`src/design/gtpc_pkg.sv`:
```
package gtpc_pkg;

  localparam int unsigned PosW = 32;
  localparam int unsigned AngFrac = 13;
  localparam int unsigned SpdFrac = 12;
  localparam int unsigned AngQ = 30;
  localparam int unsigned CordicIter = 16;
  localparam int unsigned CfgW = 31;
  localparam int unsigned CfgIdxW = 3;
  // datapath width: 33-bit differences grow by CORDIC gain
  localparam int unsigned DW = 36;
  localparam int unsigned ZW = 34;
  localparam logic signed [ZW-1:0] PiQ30 = 34'sd3373259426;
  localparam logic [29:0] InvGainQ30 = 30'd652032874;

  typedef enum logic [1:0] {
    MODE_NEW = 2'd0,
    MODE_DRIVE = 2'd1,
    MODE_CIRCLE = 2'd2
  } mode_e;

  typedef enum logic [1:0] {
    EV_NONE = 2'd0,
    EV_START = 2'd1,
    EV_END = 2'd2
  } event_e;

  typedef enum logic [CfgIdxW-1:0] {
    REG_RADIUS = 3'd0,
    REG_ARRIVE_TOL = 3'd1,
    REG_HEAD_TOL = 3'd2,
    REG_TURN_RATE = 3'd3,
    REG_DRIVE_SPEED = 3'd4,
    REG_CIRCLE_SPEED = 3'd5,
    REG_CIRCLE_TURN = 3'd6,
    REG_CIRCLE_TICKS = 3'd7
  } reg_idx_e;

  typedef struct packed {
    logic signed [31:0] pos_x;
    logic signed [31:0] pos_y;
    logic signed [15:0] heading;
    logic signed [31:0] center_x;
    logic signed [31:0] center_y;
  } in_item_t;

  typedef struct packed {
    logic signed [15:0] linear_cmd;
    logic signed [15:0] angular_cmd;
    logic [1:0] event_res;
    logic [31:0] episode;
    logic [1:0] mode;
  } out_item_t;

  typedef struct packed {
    logic start;
    logic signed [DW-1:0] dx;
    logic signed [DW-1:0] dy;
  } cordic_req_t;

  typedef struct packed {
    logic done;
    logic signed [ZW-1:0] angle;
    logic [DW-1:0] xmag;
  } cordic_rsp_t;

  function automatic logic signed [ZW-1:0] atan_lut(input logic [4:0] i);
    logic signed [ZW-1:0] r;
    r = '0;
    case (i)
      5'd0: r = 34'sd843314857;
      5'd1: r = 34'sd497837829;
      5'd2: r = 34'sd263043837;
      5'd3: r = 34'sd133525159;
      5'd4: r = 34'sd67021687;
      5'd5: r = 34'sd33543516;
      5'd6: r = 34'sd16775851;
      5'd7: r = 34'sd8388437;
      5'd8: r = 34'sd4194283;
      5'd9: r = 34'sd2097149;
      default: r = ZW'(34'sd1073741824 >>> i);
    endcase
    return r;
  endfunction

endpackage

```
`src/design/gtpc_stream_if.sv`:
```
interface gtpc_stream_if #(
  parameter type T = logic
);
  logic valid;
  logic ready;
  T data;
  modport source(output valid, output data, input ready);
  modport sink(input valid, input data, output ready);
endinterface

```
`src/design/gtpc_cordic.sv`:
```
// Vectoring CORDIC, one iteration per cycle. Shifts of the cross terms are
// carried out by barrel shifters on the x and y words, one per word.
module gtpc_cordic (
  input  logic clk_i,
  input  logic rst_ni,
  input  gtpc_pkg::cordic_req_t req_i,
  output gtpc_pkg::cordic_rsp_t rsp_o
);
  logic signed [gtpc_pkg::DW-1:0] x_q, y_q, x_d, y_d, xs, ys;
  logic signed [gtpc_pkg::ZW-1:0] z_q, z_d;
  logic [4:0] it_q, it_d;
  logic busy_q, busy_d, done_q, done_d;

  assign xs = x_q >>> it_q;
  assign ys = y_q >>> it_q;

  always_comb begin
    x_d = x_q; y_d = y_q; z_d = z_q; it_d = it_q;
    busy_d = busy_q; done_d = 1'b0;
    if (req_i.start) begin
      it_d = '0;
      busy_d = 1'b1;
      if (req_i.dx < 0) begin
        x_d = -req_i.dx;
        y_d = -req_i.dy;
        z_d = (req_i.dy >= 0) ? gtpc_pkg::PiQ30 : -gtpc_pkg::PiQ30;
      end else begin
        x_d = req_i.dx;
        y_d = req_i.dy;
        z_d = '0;
      end
    end else if (busy_q) begin
      if (y_q > 0) begin
        x_d = x_q + ys; y_d = y_q - xs; z_d = z_q + gtpc_pkg::atan_lut(it_q);
      end else if (y_q < 0) begin
        x_d = x_q - ys; y_d = y_q + xs; z_d = z_q - gtpc_pkg::atan_lut(it_q);
      end
      it_d = it_q + 5'd1;
      if (it_q == 5'(gtpc_pkg::CordicIter - 1)) begin
        busy_d = 1'b0;
        done_d = 1'b1;
      end
    end
  end

  always_ff @(posedge clk_i or negedge rst_ni) begin
    if (!rst_ni) begin
      busy_q <= 1'b0;
      done_q <= 1'b0;
      it_q <= '0;
    end else begin
      busy_q <= busy_d;
      done_q <= done_d;
      it_q <= it_d;
    end
  end

  always_ff @(posedge clk_i) begin
    x_q <= x_d;
    y_q <= y_d;
    z_q <= z_d;
  end

  assign rsp_o.done = done_q;
  assign rsp_o.angle = z_q;
  assign rsp_o.xmag = (x_q < 0) ? '0 : x_q;
endmodule

```
`src/design/go_to_point_then_circle_controller_unit.sv`:
```
// Channel  | Dir | Payload
// in_if    | in  | pos_x, pos_y, heading, center_x, center_y
// out_if   | out | linear_cmd, angular_cmd, event_res, episode, mode
// cfg      | in  | cfg_we_i, cfg_idx_i, cfg_data_i
//
// New-target and circle ticks: the result is formed on the input transfer, then S_OUT raises out_if.valid.
// Drive ticks: after the input transfer come 16 CORDIC iterations, a step to
// capture the CORDIC result, gain multiply split into two 18-bit partial
// products, heading-error wrap, decision, output register.
// One tick at a time; in_if.ready stays low from the input transfer until the
// cycle after the result transfer, so a stalled out_if holds the input off.
// Reset is asynchronous, active low, and restores register defaults.
module go_to_point_then_circle_controller_unit (
  input  logic clk_i,
  input  logic rst_ni,
  gtpc_stream_if.sink in_if,
  gtpc_stream_if.source out_if,
  input  logic cfg_we_i,
  input  logic [gtpc_pkg::CfgIdxW-1:0] cfg_idx_i,
  input  logic [gtpc_pkg::CfgW-1:0] cfg_data_i
);
  typedef enum logic [2:0] {
    S_IDLE, S_CORDIC, S_MUL_LO, S_MUL_HI, S_WRAP, S_DECIDE, S_OUT
  } state_e;

  state_e state_q;

  // configuration
  logic [30:0] radius_q, arr_tol_q;
  logic [14:0] head_tol_q, turn_rate_q, drive_spd_q, circ_spd_q;
  logic signed [15:0] circ_turn_q;
  logic [15:0] circ_ticks_q;

  // controller state
  gtpc_pkg::mode_e mode_q;
  logic signed [31:0] start_x_q, start_y_q;
  logic [15:0] elapsed_q;
  logic [31:0] episode_q;

  logic signed [15:0] heading_q;
  gtpc_pkg::out_item_t out_q;
  logic out_valid_q;

  gtpc_pkg::cordic_req_t creq;
  gtpc_pkg::cordic_rsp_t crsp;

  // distance product: xmag (36 b) * 30-bit gain, split at bit 18 of xmag
  logic [gtpc_pkg::DW-1:0] xmag_q;
  logic [65:0] prod_q;
  logic [47:0] pp;
  logic [gtpc_pkg::DW-1:0] range_w;
  logic signed [gtpc_pkg::ZW+1:0] err_q, err_wrap;
  logic signed [gtpc_pkg::ZW+1:0] pi_w, tol_w;
  logic signed [gtpc_pkg::ZW+3:0] steer;
  logic signed [gtpc_pkg::ZW+3:0] steer_sh;
  logic signed [15:0] steer_sat;
  logic signed [32:0] sx_sum;

  function automatic gtpc_pkg::out_item_t make_out(input logic signed [15:0] lin,
                                                   input logic signed [15:0] ang,
                                                   input gtpc_pkg::event_e ev,
                                                   input logic [31:0] epi,
                                                   input gtpc_pkg::mode_e md);
    gtpc_pkg::out_item_t r;
    r.linear_cmd = lin;
    r.angular_cmd = ang;
    r.event_res = ev;
    r.episode = epi;
    r.mode = md;
    return r;
  endfunction

  gtpc_cordic u_cordic (.clk_i(clk_i), .rst_ni(rst_ni), .req_i(creq), .rsp_o(crsp));

  assign in_if.ready = (state_q == S_IDLE) && !out_valid_q;
  assign out_if.valid = out_valid_q;
  assign out_if.data = out_q;

  assign creq.start = (state_q == S_IDLE) && in_if.valid && in_if.ready
                      && (mode_q == gtpc_pkg::MODE_DRIVE);
  assign creq.dx = gtpc_pkg::DW'(33'(start_x_q) - 33'(in_if.data.pos_x));
  assign creq.dy = gtpc_pkg::DW'(33'(start_y_q) - 33'(in_if.data.pos_y));

  assign pp = (state_q == S_MUL_LO) ? 48'(xmag_q[17:0]) * 48'(gtpc_pkg::InvGainQ30)
                                    : 48'(xmag_q[35:18]) * 48'(gtpc_pkg::InvGainQ30);
  assign range_w = gtpc_pkg::DW'(prod_q >> 30);

  assign pi_w = (gtpc_pkg::ZW+2)'(gtpc_pkg::PiQ30);
  // heading input is within about 4 rad, so one 2*pi step suffices each way
  always_comb begin
    err_wrap = err_q;
    if (err_q > pi_w) err_wrap = err_q - (pi_w <<< 1);
    else if (err_q < -pi_w) err_wrap = err_q + (pi_w <<< 1);
  end
  assign tol_w = (gtpc_pkg::ZW+2)'($signed({1'b0, head_tol_q}))
                 <<< (gtpc_pkg::AngQ - gtpc_pkg::AngFrac);
  assign steer = (gtpc_pkg::ZW+4)'(err_q) * 3
                 + ((gtpc_pkg::ZW+4)'(1) <<< (gtpc_pkg::AngQ - gtpc_pkg::SpdFrac));
  assign steer_sh = steer >>> (gtpc_pkg::AngQ + 1 - gtpc_pkg::SpdFrac);
  assign steer_sat = (steer_sh > 32767) ? 16'sd32767 :
                     (steer_sh < -32768) ? -16'sd32768 : 16'(steer_sh);
  assign sx_sum = 33'(in_if.data.center_x) + $signed({2'b0, radius_q});

  always_ff @(posedge clk_i or negedge rst_ni) begin
    if (!rst_ni) begin
      radius_q <= 31'd196608; arr_tol_q <= 31'd9830; head_tol_q <= 15'd1638;
      turn_rate_q <= 15'd2048; drive_spd_q <= 15'd2458; circ_spd_q <= 15'd2458;
      circ_turn_q <= 16'sd819; circ_ticks_q <= 16'd628;
    end else if (cfg_we_i) begin
      case (cfg_idx_i)
        gtpc_pkg::REG_RADIUS: radius_q <= cfg_data_i;
        gtpc_pkg::REG_ARRIVE_TOL: arr_tol_q <= cfg_data_i;
        gtpc_pkg::REG_HEAD_TOL: head_tol_q <= cfg_data_i[14:0];
        gtpc_pkg::REG_TURN_RATE: turn_rate_q <= cfg_data_i[14:0];
        gtpc_pkg::REG_DRIVE_SPEED: drive_spd_q <= cfg_data_i[14:0];
        gtpc_pkg::REG_CIRCLE_SPEED: circ_spd_q <= cfg_data_i[14:0];
        gtpc_pkg::REG_CIRCLE_TURN: circ_turn_q <= cfg_data_i[15:0];
        gtpc_pkg::REG_CIRCLE_TICKS: circ_ticks_q <= cfg_data_i[15:0];
        default: ;
      endcase
    end
  end

  always_ff @(posedge clk_i or negedge rst_ni) begin
    if (!rst_ni) begin
      state_q <= S_IDLE;
      mode_q <= gtpc_pkg::MODE_NEW;
      start_x_q <= '0; start_y_q <= '0;
      elapsed_q <= '0; episode_q <= 32'd1;
      out_valid_q <= 1'b0;
      out_q <= '0;
    end else begin
      if (out_valid_q && out_if.ready) out_valid_q <= 1'b0;
      case (state_q)
        S_IDLE: if (in_if.valid && in_if.ready) begin
          case (mode_q)
            gtpc_pkg::MODE_DRIVE: begin
              heading_q <= in_if.data.heading;
              state_q <= S_CORDIC;
            end
            gtpc_pkg::MODE_CIRCLE: begin
              if (elapsed_q < circ_ticks_q) begin
                out_q <= make_out($signed({1'b0, circ_spd_q}), circ_turn_q,
                                  gtpc_pkg::EV_NONE, 32'd0, gtpc_pkg::MODE_CIRCLE);
                elapsed_q <= elapsed_q + 16'd1;
              end else begin
                out_q <= make_out(16'sd0, 16'sd0, gtpc_pkg::EV_END, episode_q,
                                  gtpc_pkg::MODE_NEW);
                episode_q <= episode_q + 32'd1;
                mode_q <= gtpc_pkg::MODE_NEW;
              end
              state_q <= S_OUT;
            end
            default: begin
              start_x_q <= (sx_sum > 33'sd2147483647) ? 32'sh7FFFFFFF : 32'(sx_sum);
              start_y_q <= in_if.data.center_y;
              elapsed_q <= '0;
              out_q <= make_out(16'sd0, 16'sd0, gtpc_pkg::EV_START, 32'd0,
                                gtpc_pkg::MODE_DRIVE);
              mode_q <= gtpc_pkg::MODE_DRIVE;
              state_q <= S_OUT;
            end
          endcase
        end
        S_CORDIC: if (crsp.done) begin
          xmag_q <= crsp.xmag;
          err_q <= (gtpc_pkg::ZW+2)'(crsp.angle)
                   - ((gtpc_pkg::ZW+2)'(heading_q) <<< (gtpc_pkg::AngQ - gtpc_pkg::AngFrac));
          state_q <= S_MUL_LO;
        end
        S_MUL_LO: begin
          prod_q <= 66'(pp);
          state_q <= S_MUL_HI;
        end
        S_MUL_HI: begin
          prod_q <= prod_q + (66'(pp) << 18);
          state_q <= S_WRAP;
        end
        S_WRAP: begin
          err_q <= err_wrap;
          state_q <= S_DECIDE;
        end
        S_DECIDE: begin
          if (range_w > gtpc_pkg::DW'(arr_tol_q)) begin
            if (err_q > tol_w || err_q < -tol_w) begin
              // turn in place toward the start point
              out_q <= make_out(16'sd0, (err_q > 0) ? $signed({1'b0, turn_rate_q})
                                                    : -$signed({1'b0, turn_rate_q}),
                                gtpc_pkg::EV_NONE, 32'd0, gtpc_pkg::MODE_DRIVE);
            end else begin
              out_q <= make_out($signed({1'b0, drive_spd_q}), steer_sat,
                                gtpc_pkg::EV_NONE, 32'd0, gtpc_pkg::MODE_DRIVE);
            end
          end else begin
            mode_q <= gtpc_pkg::MODE_CIRCLE;
            elapsed_q <= '0;
            out_q <= make_out(16'sd0, 16'sd0, gtpc_pkg::EV_NONE, 32'd0,
                              gtpc_pkg::MODE_CIRCLE);
          end
          state_q <= S_OUT;
        end
        S_OUT: begin
          out_valid_q <= 1'b1;
          state_q <= S_IDLE;
        end
        default: state_q <= S_IDLE;
      endcase
    end
  end
endmodule

```
`src/flat_wrapper.sv`:
```
// flat-port wrapper written by rule: the top's interface ports become plain ports
module go_to_point_then_circle_controller_unit_flat import gtpc_pkg::*;
  (clk_i, rst_ni, cfg_we_i, cfg_idx_i, cfg_data_i, in_if_valid, in_if_data, in_if_ready, out_if_valid, out_if_data, out_if_ready);
  gtpc_stream_if #(.T(in_item_t)) in_if_i ();
  gtpc_stream_if #(.T(out_item_t)) out_if_i ();
  input  logic clk_i;
  input  logic rst_ni;
  input  logic cfg_we_i;
  input  logic [gtpc_pkg::CfgIdxW-1:0] cfg_idx_i;
  input  logic [gtpc_pkg::CfgW-1:0] cfg_data_i;
  input wire logic [$bits(in_if_i.valid)-1:0] in_if_valid;
  input wire logic [$bits(in_if_i.data)-1:0] in_if_data;
  output wire logic [$bits(in_if_i.ready)-1:0] in_if_ready;
  output wire logic [$bits(out_if_i.valid)-1:0] out_if_valid;
  output wire logic [$bits(out_if_i.data)-1:0] out_if_data;
  input wire logic [$bits(out_if_i.ready)-1:0] out_if_ready;
  assign in_if_i.valid = in_if_valid;
  assign in_if_i.data = in_if_data;
  assign in_if_ready = in_if_i.ready;
  assign out_if_valid = out_if_i.valid;
  assign out_if_data = out_if_i.data;
  assign out_if_i.ready = out_if_ready;
  go_to_point_then_circle_controller_unit u_core (.clk_i(clk_i), .rst_ni(rst_ni), .in_if(in_if_i), .out_if(out_if_i), .cfg_we_i(cfg_we_i), .cfg_idx_i(cfg_idx_i), .cfg_data_i(cfg_data_i));
endmodule
```
`config.mk`:
```
export PLATFORM = sky130hd
export DESIGN_NAME = go_to_point_then_circle_controller_unit_flat
export DESIGN_NICKNAME = d
export VERILOG_FILES = /design/src/design/gtpc_pkg.sv /design/src/design/gtpc_stream_if.sv /design/src/design/gtpc_cordic.sv /design/src/design/go_to_point_then_circle_controller_unit.sv /design/src/flat_wrapper.sv
export SDC_FILE = /design/constraint.sdc
export NUM_CORES = 2
export LEC_CHECK = 0
export BUFFER_PORTS_ARGS = -buffer_cell sky130_fd_sc_hd__buf_2
export CAP_MARGIN = 20
export CORE_UTILIZATION = 52
export CTS_CLUSTER_SIZE = 16
export DETAILED_ROUTE_END_ITERATION = 16
export GPL_TIMING_DRIVEN = 1
export HOLD_SLACK_MARGIN = 0.03
export PLACE_DENSITY = 0.74
export SLEW_MARGIN = 20
export SYNTH_ARGS = -nofsm -noshare
export SYNTH_HDL_FRONTEND = slang
export SYNTH_SLANG_ARGS = --single-unit
```
`constraint.sdc`:
```
create_clock -name clk_i -period 10.8 [get_ports clk_i]
set_input_delay 1.08 -clock clk_i [delete_from_list [all_inputs] [get_ports clk_i]]
set_output_delay 1.08 -clock clk_i [all_outputs]
set_load 0.03 [all_outputs]
```
; ---- Yosys cells after proc, flatten, opt, wreduce, memory -nomap -nowiden
; Cells that the tools add are included.
[word_totals]
out_inout_bits = 70
in_bits = 183
wordCells = 207
reg_bits = 607
[classes]
magnitude_cmp = 15
reduce_logical = 37
mux = 64
bitwise_logic = 2
shifts = 3
addsub = 21
n_eq_ne = 32
n_mul = 3
[ops]
columns = operator, count
row1 = $mux W36, 13
row2 = $mux W34, 13
row3 = $pmux W34 S10, 1
row4 = $pmux W68 S2, 2
row5 = $mux W67, 3
row6 = $pmux W66 S2, 1
row7 = $lt A36 B1 Y1 const B, 3
row8 = $mux W16, 6
row9 = $mul A18 B29 Y47 const B, 2
row10 = $add A36 B36 Y36, 2
row11 = $gt A36 B1 Y1 const B, 2
row12 = $neg A36 Y36, 2
row13 = $pmux W36 S2, 1
row14 = $sshr A36 B5 Y36, 2
row15 = $sub A36 B36 Y36, 2
row16 = $mux W68, 1
row17 = $add A66 B66 Y66, 1
row18 = $sub A32 B32 Y33, 2
row19 = $pmux W16 S2, 2
row20 = $mux W48, 1
row21 = $add A38 B20 Y38 const B, 1
row22 = $mul A36 B3 Y38 const B, 1
row23 = $add A36 B34 Y36 const B, 1
row24 = $ge A36 B1 Y1 const B, 1
row25 = other kinds (52), 111

; ---- Depth between registers and ports, before layout
[logic_depth]
word_depth = 11
mapped_depth = 37
ltp_nobuf = 36

; ---- Cells and area by module
; A second synthesis with hierarchy kept.
[hier_totals]
hier_cells = 7730
area_unflattened_um2 = 70462.6
[by_module_without_submodules]
columns = mod, seq_area_each_um2, cells_per_inst, n_inst, area_per_inst_um2
row1 = go_to_point_then_circle_controller_unit, 12587.1, 5471, 1, 51734.6
row2 = gtpc_cordic, 3358.2, 2259, 1, 18728.0

; ---- Worst setup path before layout
; Ideal clock, no wire load.
[synth_timing]
path_type = register to register
start = reg u_core.u_cordic.busy_q
end = reg u_core.u_cordic.x_q[0] in the netlist's numbering (enable)
t_required_ns = 10.083
arrival_time_ns = 8.085
synth_period_minus_slack_ns = 8.802
path_buffers = 1
stages_incl_launch_ff = 4
setup_ns = 0.717
setup_slack_ns = 1.998
cell_sequence = dfrtp_1 -> clkbuf_1 -> inv_1 -> o21ai_0
[synth_between]
elab_chain_len = 2
[synth_lines]
columns = item, line
row1 = from (decl), gtpc_cordic.sv:12  ; logic busy_q, busy_d, done_q, done_d;
row2 = from (signal assigned), gtpc_cordic.sv:52  ; busy_q <= busy_d;
row3 = $reduce_bool A2 Y1 (no source line), n/a
row4 = $reduce_and A2 Y1 (no source line), n/a
row5 = to (signal assigned), gtpc_cordic.sv:59  ; x_q <= x_d;
row6 = to (decl), gtpc_cordic.sv:9  ; logic signed [gtpc_pkg::DW-1:0] x_q, y_q, x_d, y_d, xs, ys;
; No other way between the ends.
; A chain may end at the register's enable or synchronous reset.

; ---- Worst setup path after layout
[layout_timing]
start = reg u_core.xmag_q[24] in the netlist's numbering
end = reg u_core.prod_q[65], data pin
[layout_between]
elab_chain_len = 4
[layout_lines]
columns = item, line
row1 = from (decl), go_to_point_then_circle_controller_unit.sv:48  ; logic [gtpc_pkg::DW-1:0] xmag_q;
row2 = from (signal assigned), go_to_point_then_circle_controller_unit.sv:166  ; xmag_q <= crsp.xmag;
row3 = $mul A18 B29 Y47, go_to_point_then_circle_controller_unit.sv:85  ; : 48'(xmag_q[35:18]) * 48'(gtpc_pkg::InvGainQ30);
row4 = $mux W48, go_to_point_then_circle_controller_unit.sv:84  ; assign pp = (state_q == S_MUL_LO) ? 48'(xmag_q[17:0]) * 48'(gtpc_pkg::InvGainQ30)
row5 = $add A66 B66 Y66, go_to_point_then_circle_controller_unit.sv:176  ; prod_q <= prod_q + (66'(pp) << 18);
row6 = $pmux W66 S2, go_to_point_then_circle_controller_unit.sv:134  ; case (state_q)
row7 = to (signal assigned), go_to_point_then_circle_controller_unit.sv:172  ; prod_q <= 66'(pp);
row8 = to (signal assigned), go_to_point_then_circle_controller_unit.sv:176
row9 = to (decl), go_to_point_then_circle_controller_unit.sv:49  ; logic [65:0] prod_q;
; No other way between the ends.

==> reports/results.tsv <==
stage	metric	value	unit
run_status	status	finished clean	
final_layout	Sequential Area	0.0160	sq mm
floorplan	die width	372	um
grt	Total GRT Usage	33.1	%
synthesis	post-synthesis sequential area ratio	22.4	%
clock_tree	clock-pin slew on the worst setup and hold paths	0.06	ns
final_layout	footprint of the multi-input gates	0.0504	sq mm
timing	Tmin final	9.63	ns
critical_path	Crit Path Max Fanout	7	
clock_tree	Clock Sinks	587	
synthesis	Synth Register Bits	587	
floorplan	boundary pin count	253	
critical_path	slowest cell delay on critical path	0.93	ns
clock_tree	CTS tree	yes	
drt	Routed WL	231000	um
worst_hold_path	worst hold path class	in2async	
timing	max-slew violations	0	
timing	Hold Vio Cnt, Final	0	
placement	port bufs	251	
critical_path	worst r2r path cells	31	
clock_tree	CTS Buffer Depth	3	
critical_path	most numerous cell on the critical path	fa_1	
critical_path	Worst Setup Path Type	reg2reg	
critical_path	RR Endpoint	u_core.prod_q[65]	
clock_tree	CTS root buffer	clkbuf_16	
drt	Initial DRC Count	6804	
clock_tree	clk_lat worst skew	0.70	ns
critical_path	Critical Path AT	10.15	ns
drt	DRT Pass-1 Iters	9	
synthesis	post-synthesis cell count	7871	
clock_tree	hold buffers post-CTS	0	
run	MaxCap Viol Count	0	
critical_path	flop2flop setup slack	1.17	ns
critical_path	CP max-delay cell	a211oi_1	
synthesis	average cell area after synthesis	9.03	sq um
final_layout	Layout area overhead	7.69	%
final_layout	Core Util, Final	56.5	%
drt	Residual DRC	0	
final_layout	Layout Nets	9502	
synthesis	Mapped Area	0.0710	sq mm
floorplan	FP Rows	135	
placement	Final HPWL DP	187000	um
final_layout	# fillers	12125	
floorplan	Core Box Area	0.135	sq mm
drt	wire length per cell	23.4	um
timing	clk_skew	0.0522	ns
timing	f_max	104	MHz
clock_tree	post-CTS sizing	0	
floorplan	starting density of the core	52.4	%
synthesis	Most used DFF post-synth	dfrtp_1	
timing	slew margin rel.	25.5	%
synthesis	number of flops mapped to enable cells by yosys	241	
final_layout	fraction of layout cells with a size suffix above 1	9.89	%
clock_tree	CTS buffer count	70	
critical_path	FF-to-FF Start	u_core.xmag_q[24]	
grt	first-pass GRT wire length	350000	um
synthesis	Synthesis Warnings	0	
critical_path	Critical Path Source Type	flop	
timing	Setup Viol. Count Final	0	
synthesis	synth unique cells	110	
critical_path	critical path capture point type	flop	
timing	setup TNS	0	ns
floorplan	Die Area	0.138	sq mm
timing	period utilization	89.2	%
clock_tree	post-CTS setup buffers	0	
drt	ANT nets after route	0	
timing	setup repair after global routing missed its margin	false	
critical_path	Critical Path RT	11.32	ns
clock_tree	CTS H-tree depth	3	
grt	largest net degree at the start of global routing	136	
grt	Overflow after GRT	0	
placement	RD Place Congestion	0.998	
grt	vias in the first global route	58882	
drt	post-DR vias/cell	6.21	
synthesis	Async S/R FF share, synth	58.9	%
floorplan	Vert. Die Dim	372	um
grt	initial antenna violation count	25	
timing	Tightest Pin Transition	1.11	ns
drt	vias	61189	
layout by cell type (no fill, tap or decap), drive strengths merged, types with 36 or more instances in the layout:
cell,count
inv,1002
ha,887
nand2,609
a21oi,528
o21ai,467
nor2,455
fa,422
xnor2,319
buf,311
dfrtp,306
edfxtp,241
a21o,230
xor2,200
mux2,150
nand3,135
nor3,112
clkbuf,102
nor2b,95
a31oi,81
mux2i,79
nand2b,78
nand4,76
a211oi,74
o21a,71
and3,67
mux4,66
o21bai,65
o31ai,56
and2,52
or3,51
nor4,44
dfstp,40
or2,40
o211ai,39
a22o,36
synthesized netlist by cell type (76+ instances only):
library cell / n / area [sq um]
a21o_1: 230 / 1730
a21oi_1: 528 / 2640
a31oi_1: 81 / 507
clkbuf_1: 179 / 672
dfrtp_1: 306 / 7660
edfxtp_1: 241 / 7240
fa_1: 422 / 8450
ha_1: 887 / 11100
inv_1: 996 / 3740
mux2_2: 149 / 1680
mux2i_1: 77 / 771
nand2_1: 609 / 2290
nand2b_1: 78 / 488
nand3_1: 135 / 676
nand4_1: 76 / 475
nor2_1: 453 / 1700
nor2b_1: 95 / 594
nor3_1: 112 / 561
o21ai_0: 458 / 2290
xnor2_1: 319 / 2790
xor2_1: 200 / 1750
metrics by stage:
stage	std cells	hold slack, ns	worst slack [ns]	instance area, sq um
global placement	9718	0.454	1.53	74100
floorplan	7872	0.443	2.00	71000
finish	9853	0.461	1.17	76500
detailed placement	9718	0.462	1.33	74100
CTS	9847	0.441	1.31	76500
global route	9851	0.494	0.709	76500
per-layer routing:
| metal | vias to the layer above | share of wire [%] | track usage (%) |
|---|---|---|---|
| li1 | 28037 | - | - |
| met1 | 29822 | 43 | 46.2 |
| met2 | 2829 | 43 | 50.1 |
| met3 | 483 | 9.9 | 6.83 |
| met4 | 18 | 4.2 | 13.1 |
| met5 | - | 0.051 | 0 |
area by class of cell:
class	instances	area share, %
tap	1781	2.91
timing repair buffer	311	2.26
sequential	587	20.9
multi-input combinational	6042	65.9
antenna	5	0.0164
inverter	998	4.90
clock buffer	102	2.83
clock inverter	27	0.327
how the worst max path moves through the flow:
| stage | startpoint | endpoint | slack, ns | cells after the start |
|---|---|---|---|---|
| after detailed placement | u_core.xmag_q[24] | u_core.prod_q[65] | 1.33 | 31 |
| after global placement | u_core.xmag_q[34] | u_core.prod_q[65] | 1.53 | 33 |
| after CTS | u_core.xmag_q[24] | u_core.prod_q[65] | 1.31 | 31 |
| after global routing | u_core.xmag_q[24] | u_core.prod_q[65] | 0.71 | 31 |
| final | u_core.xmag_q[24] | u_core.prod_q[65] | 1.17 | 31 |
| after floorplan | u_core.u_cordic.busy_q | u_core.u_cordic.x_q[0] | 2.00 | 3 |
cell families (layout without fill, tap and decap cells):
kind of cell | count (synthesis) | count (layout) | share of synthesized area [%]
simple gates | 1897 | 1897 | 12.9
fa+ha+maj | 1309 | 1309 | 27.5
compound gates | 2020 | 2020 | 18.4
mux | 295 | 295 | 5.61
other cells | 1 | 7 | 0.00528
xor+xnor | 519 | 519 | 6.40
flops | 587 | 587 | 22.4
buf+inv | 1243 | 1438 | 6.75
sequential cells by signal (all words and copies together) (netlist names), 31 cells and up:
name	count
u_core.start_y_q	32
u_core.arr_tol_q	31
u_core.xmag_q	36
u_core.err_q	36
u_core.start_x_q	32
u_core.u_cordic.x_q	36
u_core.out_if.data	67
u_core.prod_q	47
u_core.u_cordic.y_q	36
u_core.episode_q	32
u_core.u_cordic.z_q	34
u_core.radius_q	31
critical path: cells and delay by family (launching register included):
family                   cells  cell delay, ns
buffers and inverters        5            0.53
AO/OA/AOI/OAI               12            3.56
adder cells (fa/ha/maj)      8            3.91
AND/OR/NAND/NOR              6            0.90
flip-flops                   1            0.52
Power is not shown: default switching activity piles up to over one toggle a cycle in this logic, so the estimate is an artifact.
